===== config.mk =====
export PLATFORM = sky130hd
export DESIGN_NAME = wcrl_round
export DESIGN_NICKNAME = d
export VERILOG_FILES = /design/src/rtl/wcrl_pkg.sv /design/src/rtl/wcrl_round.sv
export SDC_FILE = /design/constraint.sdc
export NUM_CORES = 1
export LEC_CHECK = 0
export BUFFER_PORTS_ARGS = -buffer_cell sky130_fd_sc_hd__buf_2
export CORE_AREA = 5 5 189 191
export DETAILED_ROUTE_END_ITERATION = 6
export DIE_AREA = 0 0 194 196
export MAX_ROUTING_LAYER = met4
export PLACE_DENSITY_LB_ADDON = 0.1
export SLEW_MARGIN = 20
export SYNTH_ARGS = -nofsm -noshare
export SYNTH_HDL_FRONTEND = slang
export SYNTH_SLANG_ARGS = --single-unit

===== constraint.sdc =====
create_clock -name aclk -period 6.4 [get_ports aclk]
set_input_delay 0.64 -clock aclk [delete_from_list [all_inputs] [get_ports aclk]]
set_output_delay 0.64 -clock aclk [all_outputs]
set_load 0.02 [all_outputs]

===== src/rtl/wcrl_pkg.sv =====
// Shared types and constants for the wheel command ratio limiter.
// No dependencies; every other file of the block imports this package.
package wcrl_pkg;

    localparam int WHEELS                 = 4;
    localparam int CMD_W                  = 15;
    localparam int GAIN_W                 = 16;
    localparam int OUT_W                  = 16;
    localparam int RPM_FRACTION_BITS      = 4;
    localparam int RPM_WIDTH_DEF          = 24;
    localparam int GAIN_FRACTION_BITS_DEF = 8;
    localparam int ADDR_W                 = 4;

    localparam logic [CMD_W-1:0]  MAX_COMMAND_RST   = 15'd32767;
    localparam logic [GAIN_W-1:0] UNITS_PER_RPM_RST = 16'd2560;
    localparam logic [WHEELS-1:0] DIRECTION_RST     = 4'd0;

    typedef enum logic [1:0] {
        REG_MAX_COMMAND   = 2'd0,
        REG_UNITS_PER_RPM = 2'd1,
        REG_DIRECTION     = 2'd2,
        REG_UNUSED        = 2'd3
    } reg_index_t;

    typedef struct packed {
        logic [CMD_W-1:0]  max_command;
        logic [GAIN_W-1:0] units_per_rpm;
        logic [WHEELS-1:0] direction_flags;
    } cfg_t;

endpackage


===== src/rtl/wcrl_round.sv =====
// Back stages: select scaled or raw magnitude, clamp, round half away, apply sign.
// Depends on wcrl_pkg.
module wcrl_round import wcrl_pkg::*; #(
    parameter int MAG_W  = RPM_WIDTH_DEF + GAIN_W,
    parameter int FRAC_W = RPM_FRACTION_BITS + GAIN_FRACTION_BITS_DEF
) (
    input  logic                    aclk,
    input  logic                    aresetn,
    input  cfg_t                    cfg,
    input  logic                    in_valid,
    output logic                    in_ready,
    input  logic [CMD_W+FRAC_W-1:0] in_quo [WHEELS],
    input  logic [MAG_W-1:0]        in_mag [WHEELS],
    input  logic                    in_bypass,
    input  logic [WHEELS-1:0]       in_neg,
    output logic                    out_valid,
    input  logic                    out_ready,
    output logic [OUT_W-1:0]        out_cmd [WHEELS]
);

    localparam int QW    = CMD_W + FRAC_W;
    localparam int CMP_W = (MAG_W > QW) ? MAG_W : QW;
    localparam logic [QW:0] HALF = (QW+1)'(1) << (FRAC_W - 1);

    logic              v1_reg, v2_reg, adv1, adv2;
    logic [QW-1:0]     m1_reg   [WHEELS];
    logic [WHEELS-1:0] neg1_reg;
    logic [OUT_W-1:0]  cmd2_reg [WHEELS];
    logic [QW-1:0]     limit_q;
    logic [CMP_W-1:0]  sel      [WHEELS];
    logic [QW:0]       sum      [WHEELS];
    logic [CMD_W:0]    rnd      [WHEELS];
    logic [CMD_W:0]    lim      [WHEELS];
    logic              zero_out;

    assign adv2     = !v2_reg || out_ready;
    assign adv1     = !v1_reg || adv2;
    assign in_ready = adv1;
    assign limit_q  = {cfg.max_command, {FRAC_W{1'b0}}};
    assign zero_out = (cfg.max_command == '0) || (cfg.units_per_rpm == '0);

    always_comb begin
        for (int w = 0; w < WHEELS; w++) begin
            sel[w] = in_bypass ? CMP_W'(in_mag[w]) : CMP_W'(in_quo[w]);
            sum[w] = (QW+1)'(m1_reg[w]) + HALF;
            rnd[w] = sum[w][QW:FRAC_W];
            lim[w] = (rnd[w] > (CMD_W+1)'(cfg.max_command)) ?
                     (CMD_W+1)'(cfg.max_command) : rnd[w];
        end
    end

    always_ff @(posedge aclk) begin
        if (!aresetn) begin
            v1_reg <= 1'b0;
            v2_reg <= 1'b0;
        end else begin
            if (adv1) v1_reg <= in_valid;
            if (adv2) v2_reg <= v1_reg;
        end
    end

    always_ff @(posedge aclk) begin
        if (adv1 && in_valid) begin
            for (int w = 0; w < WHEELS; w++) begin
                m1_reg[w] <= (sel[w] > CMP_W'(limit_q)) ? limit_q : sel[w][QW-1:0];
            end
            neg1_reg <= in_neg;
        end
        if (adv2 && v1_reg) begin
            for (int w = 0; w < WHEELS; w++) begin
                if (zero_out) begin
                    cmd2_reg[w] <= '0;
                end else if (neg1_reg[w]) begin
                    cmd2_reg[w] <= OUT_W'(~OUT_W'(lim[w]) + 1'b1);
                end else begin
                    cmd2_reg[w] <= OUT_W'(lim[w]);
                end
            end
        end
    end

    assign out_valid = v2_reg;
    assign out_cmd   = cmd2_reg;

endmodule


* Word level (Yosys, flattened, before mapping)
Memories as Yosys holds them, arrays and structs flattened.
Index checks and enable logic that the tools add are counted.
** Storage, ports and cells
- Bits in registers :: 70
- Memories :: 1
- Bits in latches :: 0
- Output and inout port bits :: 66
- Word-level logic and storage cells :: 55
- Memory bits (read-only) :: 0
- RAM bits :: 108
** Operators by class
- Shift operators :: 0
- $mul :: 0
- Equal/unequal tests :: 0
- Bitwise gates (word level) :: 4
- Reductions and logical operators :: 9
- Mux-type cells :: 18
- Order comparisons :: 8
- Add/sub/neg operators :: 8
- Divide/modulo/power cells :: 0
** Memories
- m1_reg :: depth 4, bits a word 27, rd ports 4, clocked after memory_dff 0, wr ports 4, line wcrl_round.sv:26 : logic [QW-1:0] m1_reg [WHEELS];
** Operators with widths (count)
- $gt 40x27->1 :: 4
- $mux 40 :: 4
- $mux 16 :: 8
- $add 27x12->28 const B :: 4
- $mux 27 :: 4
- $add 16x1->16 const B :: 4
- $gt 16x15->1 :: 4
- $not 16->16 :: 4
- $logic_not 16->1 :: 1
- $logic_not 15->1 :: 1
- $logic_or 1x1->1 :: 3
- $logic_and 1x1->1 :: 2
- $logic_not 1->1 :: 2
- $mux 1 :: 2

* Logic depth before layout (Yosys ltp)
An unclocked memory read counts as a cell.
- Depth in word-level cells :: 7
- Gate-level depth with buffers :: 21

* Worst setup path after synthesis
No wires, ideal clock.
- Kind :: register to register
- Start point :: memory m1_reg[0][11] (netlist name)
- End point :: register cmd2_reg (netlist bit out_cmd[60]) (data pin)
- Slack :: 1701 ps
- Path buffers :: 1
- Data arrival time :: 4553 ps
- Cell stages (with the launch flop) :: 21
- Cell sequence :: edfxtp_1 -> ha_1 -> nand3_1 -> nor2_1 -> nand2_1 -> xnor2_1 -> ha_1 -> nand3_1 -> nor4_1 -> a21bo_2 -> a31oi_1 -> nor2_1 -> clkbuf_1 -> a21oi_1 -> ha_1 -> inv_1 -> or4bb_1 -> nor3_1 -> a2bb2o_1 -> a21o_1 -> a21oi_1
** RTL lines
- start: declaration :: line wcrl_round.sv:26
- end signal: indexed assignment :: line wcrl_round.sv:74 : cmd2_reg[w] <= OUT_W'(~OUT_W'(lim[w]) + 1'b1);
- end signal: indexed assignment :: line wcrl_round.sv:76 : cmd2_reg[w] <= OUT_W'(lim[w]);
- end: declaration :: line wcrl_round.sv:28 : logic [OUT_W-1:0] cmd2_reg [WHEELS];

==> results.py <==
metrics = {
    "run_status": {
        "outcome": "finished, final reports clean",
    },
    "worst_setup_path": {
        "reg2reg_depth": 19,
        "cp.required_ns": 6.64,
        "r2r_setup_slack_ns": 0.84,
        "crit_path_end_kind": "flop",
        "crit_family": "simple AND/OR/NAND/NOR gates",
        "cp.depth": 19,
        "crit_fanout": 16,
        "worst-path-buf-inv": 1,
        "start_kind": "flop",
        "critPathArrivalTime_ns": 5.80,
        "crit_chain": "ha_1, nand3_1, nor2_1, nand2_1, xnor2_1, ha_1, nand3_1, nor4_1, and4_1, a31o_2, nand2_1, a21oi_1, ha_1, inv_1, or4bb_1, nor3_1, a2bb2o_1, a21o_1, a21oi_1",
        "crit_type": "flop to flop",
        "critPathMaxStageDelay_ns": 0.51,
        "crit_path_frequent_cell": "ha_1",
        "cpMaxStageDelayCell": "or4bb_1",
    },
    "detailed_routing": {
        "finalWirelength_um": 52700,
        "viasPerCell": 5.83,
        "antenna_left": 0,
        "drc": 0,
        "detail_route.wl_per_cell_um": 23.0,
        "vias": 13400,
        "drt_iter0_drc": 853,
        "firstDrtPassIters": 5,
    },
    "sta": {
        "setup_viol": 0,
        "tightestPinTransition_ns": 0.910,
        "maxSlewHeadroom": 0.393,
        "fin_hold_ws_ns": 0.392,
        "period_needed_ns": 5.56,
        "grt_setup_unrepaired": "no",
        "fmax_mhz": 180,
        "skew_ns": 0.00885,
        "setup_tns_ns": 0,
        "fin_ws_ns": 0.844,
        "hold_viol": 0,
        "slew_viol_final": 0,
        "period_share": 0.868,
    },
    "yosys": {
        "syn-cell-area_um2": 13300,
        "syn_nets": 1906,
        "syn_area_per_cell_um2": 9.09,
        "ys_dominant_reg_cell": "edfxtp_1",
        "yosys.area.top_type_share": 0.297,
        "synth_cell_types": 78,
        "synth-edff-count": 132,
        "synth_area_leaders": "edfxtp_1 30%, ha_1 12%, mux2_2 9.6%, a21oi_1 4.6%, xnor2_1 4.3%",
        "yosysWarnings": 0,
        "async_flop_share": 0,
        "synthCells": 1466,
        "yosys_register_bits": 134,
        "synth_top_cell_by_area": "edfxtp_1",
        "ys_seq_area_frac": 0.300,
    },
    "clock_tree": {
        "post_cts_buffers": 0,
        "ctsHoldBuffers": 0,
        "cts.clk_slew.worst_paths_ns": 0.06,
        "numCtsBuffers": 17,
        "cts.sinks": 134,
        "cts_tree": "yes",
        "ctsResizeCount": 0,
        "cts.root.buffer_cell": "clkbuf_16",
        "clk_latency_ns": 0.43,
        "cts_max_path_buffers": 2,
        "htree_levels": 4,
    },
    "place": {
        "dp_slack_ns": 0.993,
        "placed_cells": 2256,
        "io_buffers": 373,
        "gp_congestion": 0.953,
        "hpwl_um": 41300,
    },
    "pwr": {
        "leakagePower_nw": 6.74,
        "peakVddDrop_mv": 0.202,
        "powerDensity_nw_per_um2": 201,
    },
    "die": {
        "io_pins": 378,
        "rows": 68,
        "fp.dieH_um": 196,
        "core_um2": 33900,
        "initial_utilization": 0.393,
        "fp.dieW_um": 194,
        "fp.dieArea_um2": 38000,
    },
    "layout": {
        "final_cell_mix": "372 x buf_2, 132 x edfxtp_1, 128 x ha_1",
        "seqCellArea_um2": 4000,
        "drive_above_1_share": 0.311,
        "multi_input_area_um2": 8900,
        "syn_to_final_growth_pct": 22.4,
        "fin_cells": 2295,
        "final_common_cell": "buf_2",
        "fillers": 3331,
        "layout.nets": 2260,
    },
    "global_routing": {
        "overflow": 0,
        "grt_pass1_wl_um": 78100,
        "antenna_found_initial": 7,
        "grt_pass1_vias": 13000,
        "grt_max_degree": 66,
        "grtUsageTotal": 0.274,
    },
    "min_path": {
        "hold_depth": 1,
        "hold_class": "input port to flop",
    },
    "flow_run": {
        "drv_cap": 0,
    },
}
## cell usage after synthesis (42+ instances only)
| library cell | count |
|---|---|
| edfxtp_1 | 132 |
| ha_1 | 128 |
| a21oi_1 | 123 |
| mux2_2 | 114 |
| nand2_1 | 92 |
| nor2_1 | 92 |
| nand3_1 | 77 |
| xnor2_1 | 66 |
| nor4_1 | 61 |
| o21ai_0 | 60 |
| nand4_1 | 47 |
| nor3_1 | 45 |
| clkbuf_1 | 42 |
## where the power goes
part / total, mW / internal (mW) / switching (mW)
clock: 0.976 / 0.605 / 0.371
combinational: 1.16 / 0.471 / 0.685
sequential: 1.15 / 1.08 / 0.0688
## kinds of logic (layout without fill, tap and decap cells)
kind of cell,count (synthesis),count (layout),synth area share
and+or+nand+nor,523,523,0.207
AOI/OAI and AO/OA,350,350,0.169
DFF,134,134,0.300
muxes,128,128,0.107
adders and majority gates,128,128,0.120
xor gates and xnor gates,97,97,0.0637
buffers and inverters,106,473,0.0330
other,0,7,0
## final cells by class
cell class	count	area share
multi-input combinational	1226	0.546
sequential	134	0.245
timing repair buffer	406	0.130
tap	455	0.0349
clock buffer	20	0.0268
clock inverter	12	0.00828
inverter	35	0.00805
antenna	7	0.00107
## layer usage
layer  GRT usage  vias up  share of wire
met5           -        -              0
met4       0.128        0          0.045
met3      0.0402      112          0.077
met2       0.412      633           0.44
met1       0.365     6223           0.44
li1            -     6406              -
## final timing paths
kind                                    start     endpoint
worst max-delay path            m1_reg[0][11]  out_cmd[60]
worst min-delay path                in_neg[3]  neg1_reg[3]
worst max register to register  m1_reg[0][11]  out_cmd[60]
worst min register to register         v1_reg    out_valid
## stage by stage
stage	instance area (µm²)	util	power (mW)
final	16300	0.481	3.28
after global routing	16300	0.480	3.47
after CTS	16300	0.480	3.29
after detailed placement	15700	0.463	2.31
after global placement	15700	0.463	2.29
after floorplan	13300	-	1.91
No activity file was read; power rests on OpenSTA's default activity.
